<file path="config.mk">
export PLATFORM = sky130hd
export DESIGN_NAME = positional_array_list
export DESIGN_NICKNAME = d
export VERILOG_FILES = /design/src/hw/rtl/pal_pkg.sv /design/src/hw/rtl/pal_cell.sv /design/src/hw/rtl/pal_ctrl.sv /design/src/hw/rtl/positional_array_list.sv
export SDC_FILE = /design/constraint.sdc
export NUM_CORES = 1
export LEC_CHECK = 0
export BUFFER_PORTS_ARGS = -buffer_cell sky130_fd_sc_hd__buf_2
export CAP_MARGIN = 15
export CORE_MARGIN = 2
export CORE_UTILIZATION = 30
export CTS_CLUSTER_SIZE = 24
export DETAILED_ROUTE_END_ITERATION = 10
export PLACE_DENSITY_LB_ADDON = 0.12
export SYNTH_ARGS = -nofsm -noshare
export SYNTH_HDL_FRONTEND = slang
export SYNTH_SLANG_ARGS = --single-unit
</file>
<file path="constraint.sdc">
create_clock -name clk_i -period 7.1 [get_ports clk_i]
set_input_delay 1.065 -clock clk_i [delete_from_list [all_inputs] [get_ports clk_i]]
set_output_delay 1.065 -clock clk_i [all_outputs]
set_load 0.05 [all_outputs]
</file>
<file path="src/hw/rtl/pal_pkg.sv">
`default_nettype none
// ----------------------------------------------------------------------------
// pal_pkg
// Shared operation codes, status codes and the command that the list
// controller broadcasts to the row of storage cells.
// ----------------------------------------------------------------------------
package pal_pkg;

  localparam int unsigned FuncW   = 3;
  localparam int unsigned PosW    = 5;
  localparam int unsigned StatusW = 2;
  localparam int unsigned CountW  = 5;
  localparam int unsigned DataW   = 32;

  typedef enum logic [FuncW-1:0] {
    FUNC_INSERT   = 3'd0,
    FUNC_REMOVE   = 3'd1,
    FUNC_REPLACE  = 3'd2,
    FUNC_RETRIEVE = 3'd3,
    FUNC_CLEAR    = 3'd4
  } func_e;

  typedef enum logic [StatusW-1:0] {
    ST_OK        = 2'd0,
    ST_OVERFLOW  = 2'd1,
    ST_UNDERFLOW = 2'd2,
    ST_RANGE     = 2'd3
  } status_e;

  // broadcast to every cell in the row
  typedef struct packed {
    logic            shift_up;
    logic            shift_down;
    logic            write;
    logic [PosW-1:0] pos;
  } cell_cmd_t;

endpackage
`default_nettype wire

</file>
<file path="src/hw/rtl/pal_cell.sv">
`default_nettype none
// ----------------------------------------------------------------------------
// pal_cell
// One list slot. Loads the new word, its left neighbor on insert or its
// right neighbor on remove, depending on where it sits relative to the
// addressed position. Drives its word onto the read tap when addressed.
// ----------------------------------------------------------------------------
module pal_cell #(
  parameter int INDEX     = 0,
  parameter int WORD_BITS = 32
) (
  input  wire                    clk_i,
  input  wire pal_pkg::cell_cmd_t cmd_i,
  input  wire  [WORD_BITS-1:0]   value_i,
  input  wire  [WORD_BITS-1:0]   left_i,
  input  wire  [WORD_BITS-1:0]   right_i,
  output logic [WORD_BITS-1:0]   word_o,
  output logic [WORD_BITS-1:0]   tap_o
);
  import pal_pkg::*;

  logic                 hit;
  logic                 above;
  logic [WORD_BITS-1:0] word_q;
  logic [WORD_BITS-1:0] word_d;

  assign hit   = (int'(cmd_i.pos) == INDEX);
  assign above = (int'(cmd_i.pos) < INDEX);

  always_comb begin
    word_d = word_q;
    if (cmd_i.shift_up) begin
      if (hit) begin
        word_d = value_i;
      end else if (above) begin
        word_d = left_i;
      end
    end else if (cmd_i.shift_down) begin
      // the addressed slot and everything past it move down one place
      if (hit || above) begin
        word_d = right_i;
      end
    end else if (cmd_i.write && hit) begin
      word_d = value_i;
    end
  end

  always_ff @(posedge clk_i) begin
    word_q <= word_d;
  end

  assign word_o = word_q;
  assign tap_o  = hit ? word_q : '0;

endmodule
`default_nettype wire

</file>
<file path="src/hw/rtl/pal_ctrl.sv">
`default_nettype none
// ----------------------------------------------------------------------------
// pal_ctrl
// Fill count and request decode. Checks each request against the count,
// issues the shift or write command to the cells and registers the result.
// ----------------------------------------------------------------------------
module pal_ctrl #(
  parameter int DEPTH     = 16,
  parameter int WORD_BITS = 32
) (
  input  wire                              clk_i,
  input  wire                              rst_ni,
  input  wire                              fire_i,
  input  wire  [pal_pkg::FuncW-1:0]        func_i,
  input  wire  [pal_pkg::PosW-1:0]         position_i,
  input  wire  [WORD_BITS-1:0]             rd_word_i,
  output pal_pkg::cell_cmd_t               cmd_o,
  output logic                             done_o,
  output logic [pal_pkg::StatusW-1:0]      status_o,
  output logic [pal_pkg::DataW-1:0]        read_value_o,
  output logic [pal_pkg::CountW-1:0]       fill_count_o,
  output logic                             is_full_o,
  output logic                             is_empty_o
);
  import pal_pkg::*;

  localparam int CntW = $clog2(DEPTH + 1);
  localparam int CmpW = (CntW > int'(PosW)) ? CntW : int'(PosW);

  logic [CntW-1:0] cnt_q, cnt_d;
  logic            done_q;
  status_e         status_q, status_d;
  logic [DataW-1:0] rd_q, rd_d;
  logic [CmpW-1:0] pos_ext, cnt_ext;
  logic            full, empty, below, not_above, rd_sel;

  assign pos_ext   = CmpW'(position_i);
  assign cnt_ext   = CmpW'(cnt_q);
  assign full      = (cnt_q == CntW'(DEPTH));
  assign empty     = (cnt_q == '0);
  assign below     = (pos_ext < cnt_ext);
  assign not_above = (pos_ext <= cnt_ext);

  always_comb begin
    cmd_o            = '0;
    cmd_o.pos        = position_i;
    cnt_d            = cnt_q;
    status_d         = ST_OK;
    rd_sel           = 1'b0;
    if (fire_i) begin
      unique case (func_i)
        FUNC_INSERT: begin
          if (full) begin
            status_d = ST_OVERFLOW;
          end else if (!not_above) begin
            status_d = ST_RANGE;
          end else begin
            cmd_o.shift_up = 1'b1;
            cnt_d          = cnt_q + CntW'(1);
          end
        end
        FUNC_REMOVE: begin
          if (empty) begin
            status_d = ST_UNDERFLOW;
          end else if (!below) begin
            status_d = ST_RANGE;
          end else begin
            cmd_o.shift_down = 1'b1;
            rd_sel           = 1'b1;
            cnt_d            = cnt_q - CntW'(1);
          end
        end
        FUNC_REPLACE: begin
          if (!below) begin
            status_d = ST_RANGE;
          end else begin
            cmd_o.write = 1'b1;
          end
        end
        FUNC_RETRIEVE: begin
          if (!below) begin
            status_d = ST_RANGE;
          end else begin
            rd_sel = 1'b1;
          end
        end
        FUNC_CLEAR: begin
          cnt_d = '0;
        end
        default: begin
          status_d = ST_RANGE;
        end
      endcase
    end
  end

  assign rd_d = rd_sel ? DataW'(rd_word_i) : '0;

  always_ff @(posedge clk_i or negedge rst_ni) begin
    if (!rst_ni) begin
      cnt_q  <= '0;
      done_q <= 1'b0;
    end else begin
      cnt_q  <= cnt_d;
      done_q <= fire_i;
    end
  end

  always_ff @(posedge clk_i) begin
    status_q <= status_d;
    rd_q     <= rd_d;
  end

  assign done_o       = done_q;
  assign status_o     = status_q;
  assign read_value_o = rd_q;
  assign fill_count_o = CountW'(cnt_q);
  assign is_full_o    = full;
  assign is_empty_o   = empty;

endmodule
`default_nettype wire

</file>
<file path="src/hw/rtl/positional_array_list.sv">
`default_nettype none
// ----------------------------------------------------------------------------
// positional_array_list
// Ordered list of up to DEPTH words held in a row of cells, with insert,
// remove, replace, retrieve and clear at a list position.
// result strobe done_o is registered and rises in the cycle after the request is taken
// throughput: one request per cycle; busy stays low, since every cell shifts
//   or loads in the same cycle the request is decoded
// results cannot be stalled and appear for exactly one cycle
// reset clears the fill count and the strobe; slot contents are left as is
// ----------------------------------------------------------------------------
module positional_array_list #(
  parameter int DEPTH     = 16,
  parameter int WORD_BITS = 32
) (
  input  wire                              clk_i,
  input  wire                              rst_ni,
  input  wire                              start,
  output logic                             busy,
  input  wire  [pal_pkg::FuncW-1:0]        func_i,
  input  wire  [pal_pkg::PosW-1:0]         position_i,
  input  wire  [pal_pkg::DataW-1:0]        entry_value_i,
  output logic                             done_o,
  output logic [pal_pkg::StatusW-1:0]      status_o,
  output logic [pal_pkg::DataW-1:0]        read_value_o,
  output logic [pal_pkg::CountW-1:0]       fill_count_o,
  output logic                             is_full_o,
  output logic                             is_empty_o
);
  import pal_pkg::*;

  cell_cmd_t            cmd;
  logic                 fire;
  logic [WORD_BITS-1:0] value;
  logic [WORD_BITS-1:0] words [DEPTH];
  logic [WORD_BITS-1:0] taps  [DEPTH];
  logic [WORD_BITS-1:0] rd_word;

  assign busy  = 1'b0;
  assign fire  = start && !busy;
  assign value = WORD_BITS'(entry_value_i);

  for (genvar i = 0; i < DEPTH; i++) begin : g_cell
    logic [WORD_BITS-1:0] left, right;
    if (i == 0) begin : g_first
      assign left = '0;
    end else begin : g_mid_l
      assign left = words[i-1];
    end
    if (i == DEPTH - 1) begin : g_last
      assign right = '0;
    end else begin : g_mid_r
      assign right = words[i+1];
    end
    pal_cell #(
      .INDEX     (i),
      .WORD_BITS (WORD_BITS)
    ) u_cell (
      .clk_i   (clk_i),
      .cmd_i   (cmd),
      .value_i (value),
      .left_i  (left),
      .right_i (right),
      .word_o  (words[i]),
      .tap_o   (taps[i])
    );
  end

  // at most one cell drives its tap
  always_comb begin
    rd_word = '0;
    for (int i = 0; i < DEPTH; i++) begin
      rd_word = rd_word | taps[i];
    end
  end

  pal_ctrl #(
    .DEPTH     (DEPTH),
    .WORD_BITS (WORD_BITS)
  ) u_ctrl (
    .clk_i        (clk_i),
    .rst_ni       (rst_ni),
    .fire_i       (fire),
    .func_i       (func_i),
    .position_i   (position_i),
    .rd_word_i    (rd_word),
    .cmd_o        (cmd),
    .done_o       (done_o),
    .status_o     (status_o),
    .read_value_o (read_value_o),
    .fill_count_o (fill_count_o),
    .is_full_o    (is_full_o),
    .is_empty_o   (is_empty_o)
  );

endmodule
`default_nettype wire

</file>
==> impl_metrics.ini <==
[status]
outcome = complete, no violations

[power_and_ir_drop]
power_density_mw_per_mm2 = 264
leakagePower_nw = 9.79
p_int_mw = 6.23
ir_drop_v = 0.000140
combPwrFrac = 0.156
swShare = 0.293
p_seq_frac = 0.433
clkPwrFrac = 0.411
switchingPower_mw = 2.58

[floorplanning]
die_x_um = 316
die_y_um = 316
start_util = 0.303
row_count = 114
die_area_mm2 = 0.100
io_pins = 86
coreArea_mm2 = 0.0967

[setup_path]
crit_path_start_kind = input pin
worst_setup_path_end_kind = flop
startpoint = position_i[4]
cp_max_fo = 21
critical_path_class = input pin to flop
critPathTopFamily = compound AO/OA/AOI/OAI gates
rr_startpoint = u_ctrl.fill_count_o[4]
worstPathCellList = buf_2 -> ha_1 -> a21o_1 -> a211o_1 -> o21bai_4 -> nor2_4 -> a211oi_4 -> buf_12
critical_path_buf_inv_count = 2
required_ns = 7.40
crit_path_max_incr_delay_ns = 1.06
cp_slowest_cell = a211oi_4
arrival_ns = 5.12

[placement]
place_congestion = 0.801
placed_area_mm2 = 0.0310
hpwl_um = 77400
io_buffers = 84

[sta]
tightest_slew_ns = 1.18
fmax_mhz = 208
fin_crit_ns = 4.82
setup_viol = 0
final_max_slew_viol_count = 0
hold_violations = 0
skew_ns = 0.0262
tns_ns = 0
maxSlewHeadroom = 0.211
grt_setup_unrepaired = no
fin_crit_sh = 0.678
hold_slack_ns = 0.230

[global_route]
grt_antenna_before_repair = 5
grt.busiest_layer = met2
grtUsageMet1 = 0.397
grt_pass1_vias = 24300
use_met3 = 0.0678
grt-ovfl-total = 0
grt_max_degree = 209
met2_usage = 0.403
grtUsageTotal = 0.278
grt_pass1_wl_um = 197000

[logic_synthesis]
netlist_top_cells_area = edfxtp_1, a32oi_1, o21ai_2
ys_types = 58
synth_area_per_cell_um2 = 12.1
synth_area_leader_cell = edfxtp_1
syn-instance-count = 2417
synth_ff_type = edfxtp_1
synth_top_area_share = 0.525
synth-seq-cells = 552
yosysWarnings = 0
async_reset_ff_frac = 0.0109
synth.net_count = 2469
synth_area_mm2 = 0.0293
synth_edf_count = 512
ys_seq_area_frac = 0.554

[clock_tree]
insertion_delay_ns = 0.64
cts_made_buffers = 71
tritoncts = done
path_clk_slew_ns = 0.06
cts_sinks = 552
post-cts-setup-buffers = 0
htreeDepth = 3
cts_resized = 0
cts_hold_buf = 0
cts_buffer_depth = 3
cts_root_buf = clkbuf_16

[detailed_routing]
wl_per_cell_um = 38.9
firstDrtPassIters = 7
drc = 0
viasPerCell = 6.96
ant_nets = 0
via_count = 25600
wl_um = 143000
drt-initial-drc-count = 4194

[final_layout]
drive_above_1_share = 0.232
final.fill_count = 9593
utilization = 0.344
syn_to_final_growth_pct = 13.8
nets = 2400
final_cell_area_mm2 = 0.0333

[worst_hold_path]
hold_class = input pin to async pin

[job]
maxCapViolations = 0
## layout make-up
class	instances	area (um2)	share of cell area
Clock inverter	32	235	0.00706
Clock buffer	98	2030	0.0610
Inverter	42	158	0.00473
Antenna cell	1	2.50	0.0000751
Timing Repair Buffer	175	1260	0.0377
Multi-Input combinational cell	1506	11800	0.355
Sequential cell	552	16200	0.487
Tap cell	1276	1600	0.0479
## final timing paths
kind | slack, ns | end | depth (start not counted)
worst max register to register | 2.47 | g_cell[12].u_cell.word_o[29] | 8
min in group clk_i | 0.56 | g_cell[14].u_cell.word_o[21] | 2
worst min-delay path | 0.23 | u_ctrl.fill_count_o[4] | 1
worst min register to register | 0.56 | g_cell[14].u_cell.word_o[21] | 2
max in group asynchronous | 6.73 | u_ctrl.fill_count_o[1] | 1
worst max-delay path | 2.28 | g_cell[12].u_cell.word_o[29] | 8
## worst reg2reg max path: stages, from the launching register on
cell and delay, ns:
dfrtp_1 0.51, inv_1 0.11, ha_1 0.33, a21o_1 0.25, a211o_1 0.32, o21bai_4 0.90, nor2_4 0.42, a211oi_4 1.06
buf_12 0.32
## layout by cell type (no fill, tap or decap), types with 64 or more instances in the layout
master / netlist / routed
o21ai_1: 169 / 169
a22o_1: 114 / 114
a221oi_1: 67 / 64
a22oi_1: 84 / 84
clkbuf_16: 0 / 74
edfxtp_1: 512 / 512
a32oi_1: 449 / 449
o21ai_2: 205 / 205
o21ai_0: 111 / 111
buf_4: 12 / 80
buf_2: 43 / 84
## routing by layer
layer | vias up | share of wire
met5 | - | 0
met4 | 0 | 0.042
met3 | 373 | 0.12
met2 | 2056 | 0.43
met1 | 13000 | 0.42
li1 | 10200 | -
## power groups by stage
stage | clock network [mW] | registers, mW | logic, mW
floorplan | 0 | 3.91 | 0.817
global placement | 0 | 3.88 | 1.32
detailed placement | 0 | 3.88 | 1.34
CTS | 3.67 | 3.81 | 1.34
global route | 3.79 | 3.82 | 1.44
finish | 3.62 | 3.81 | 1.37
## synthesized netlist by cell type (all sizes together), types with 9 or more instances
library cell and n:
edfxtp 512, o21ai 485, a32oi 449, clkbuf 218, a22o 114, buf 99, a22oi 84, a221oi 67
nand2 56, inv 42, nand3 35, dfxtp 34, a31oi 32, and3 27, and4 18, and2 17
mux2i 15, nor3 13, nand4 11, a21oi 9
## stage by stage
stage,setup slack (ns),power (mW),std cells
2_1_floorplan,1.47,4.73,2417
3_3_place_gp,1.65,5.20,3549
3_5_place_dp,1.58,5.21,3550
4_1_cts,2.23,8.81,3680
5_1_grt,2.15,9.05,3681
6_report,2.28,8.81,3682
## flip-flops by register name (all words and copies together), names as in the netlist
name                  cells
u_ctrl.read_value_o      32
g_cell.u_cell.word_o    512
u_ctrl.fill_count_o       5
u_ctrl.done_o             1
u_ctrl.status_o           2
## cells by family (layout without fill, tap and decap cells)
| family | Yosys count | in the layout | share of synthesized area |
|---|---|---|---|
| AND/OR/NAND/NOR | 201 | 201 | 0.0377 |
| AO/OA/AOI/OAI | 1275 | 1275 | 0.337 |
| XOR/XNOR | 3 | 3 | 0.000898 |
| multiplexers | 17 | 17 | 0.00693 |
| other | 1 | 2 | 0.000128 |
| flip-flops | 552 | 552 | 0.554 |
| buffers and inverters | 359 | 347 | 0.0595 |
| adder cells (fa/ha/maj) | 9 | 9 | 0.00410 |
Note: power is estimated with default switching activity, not from simulation.
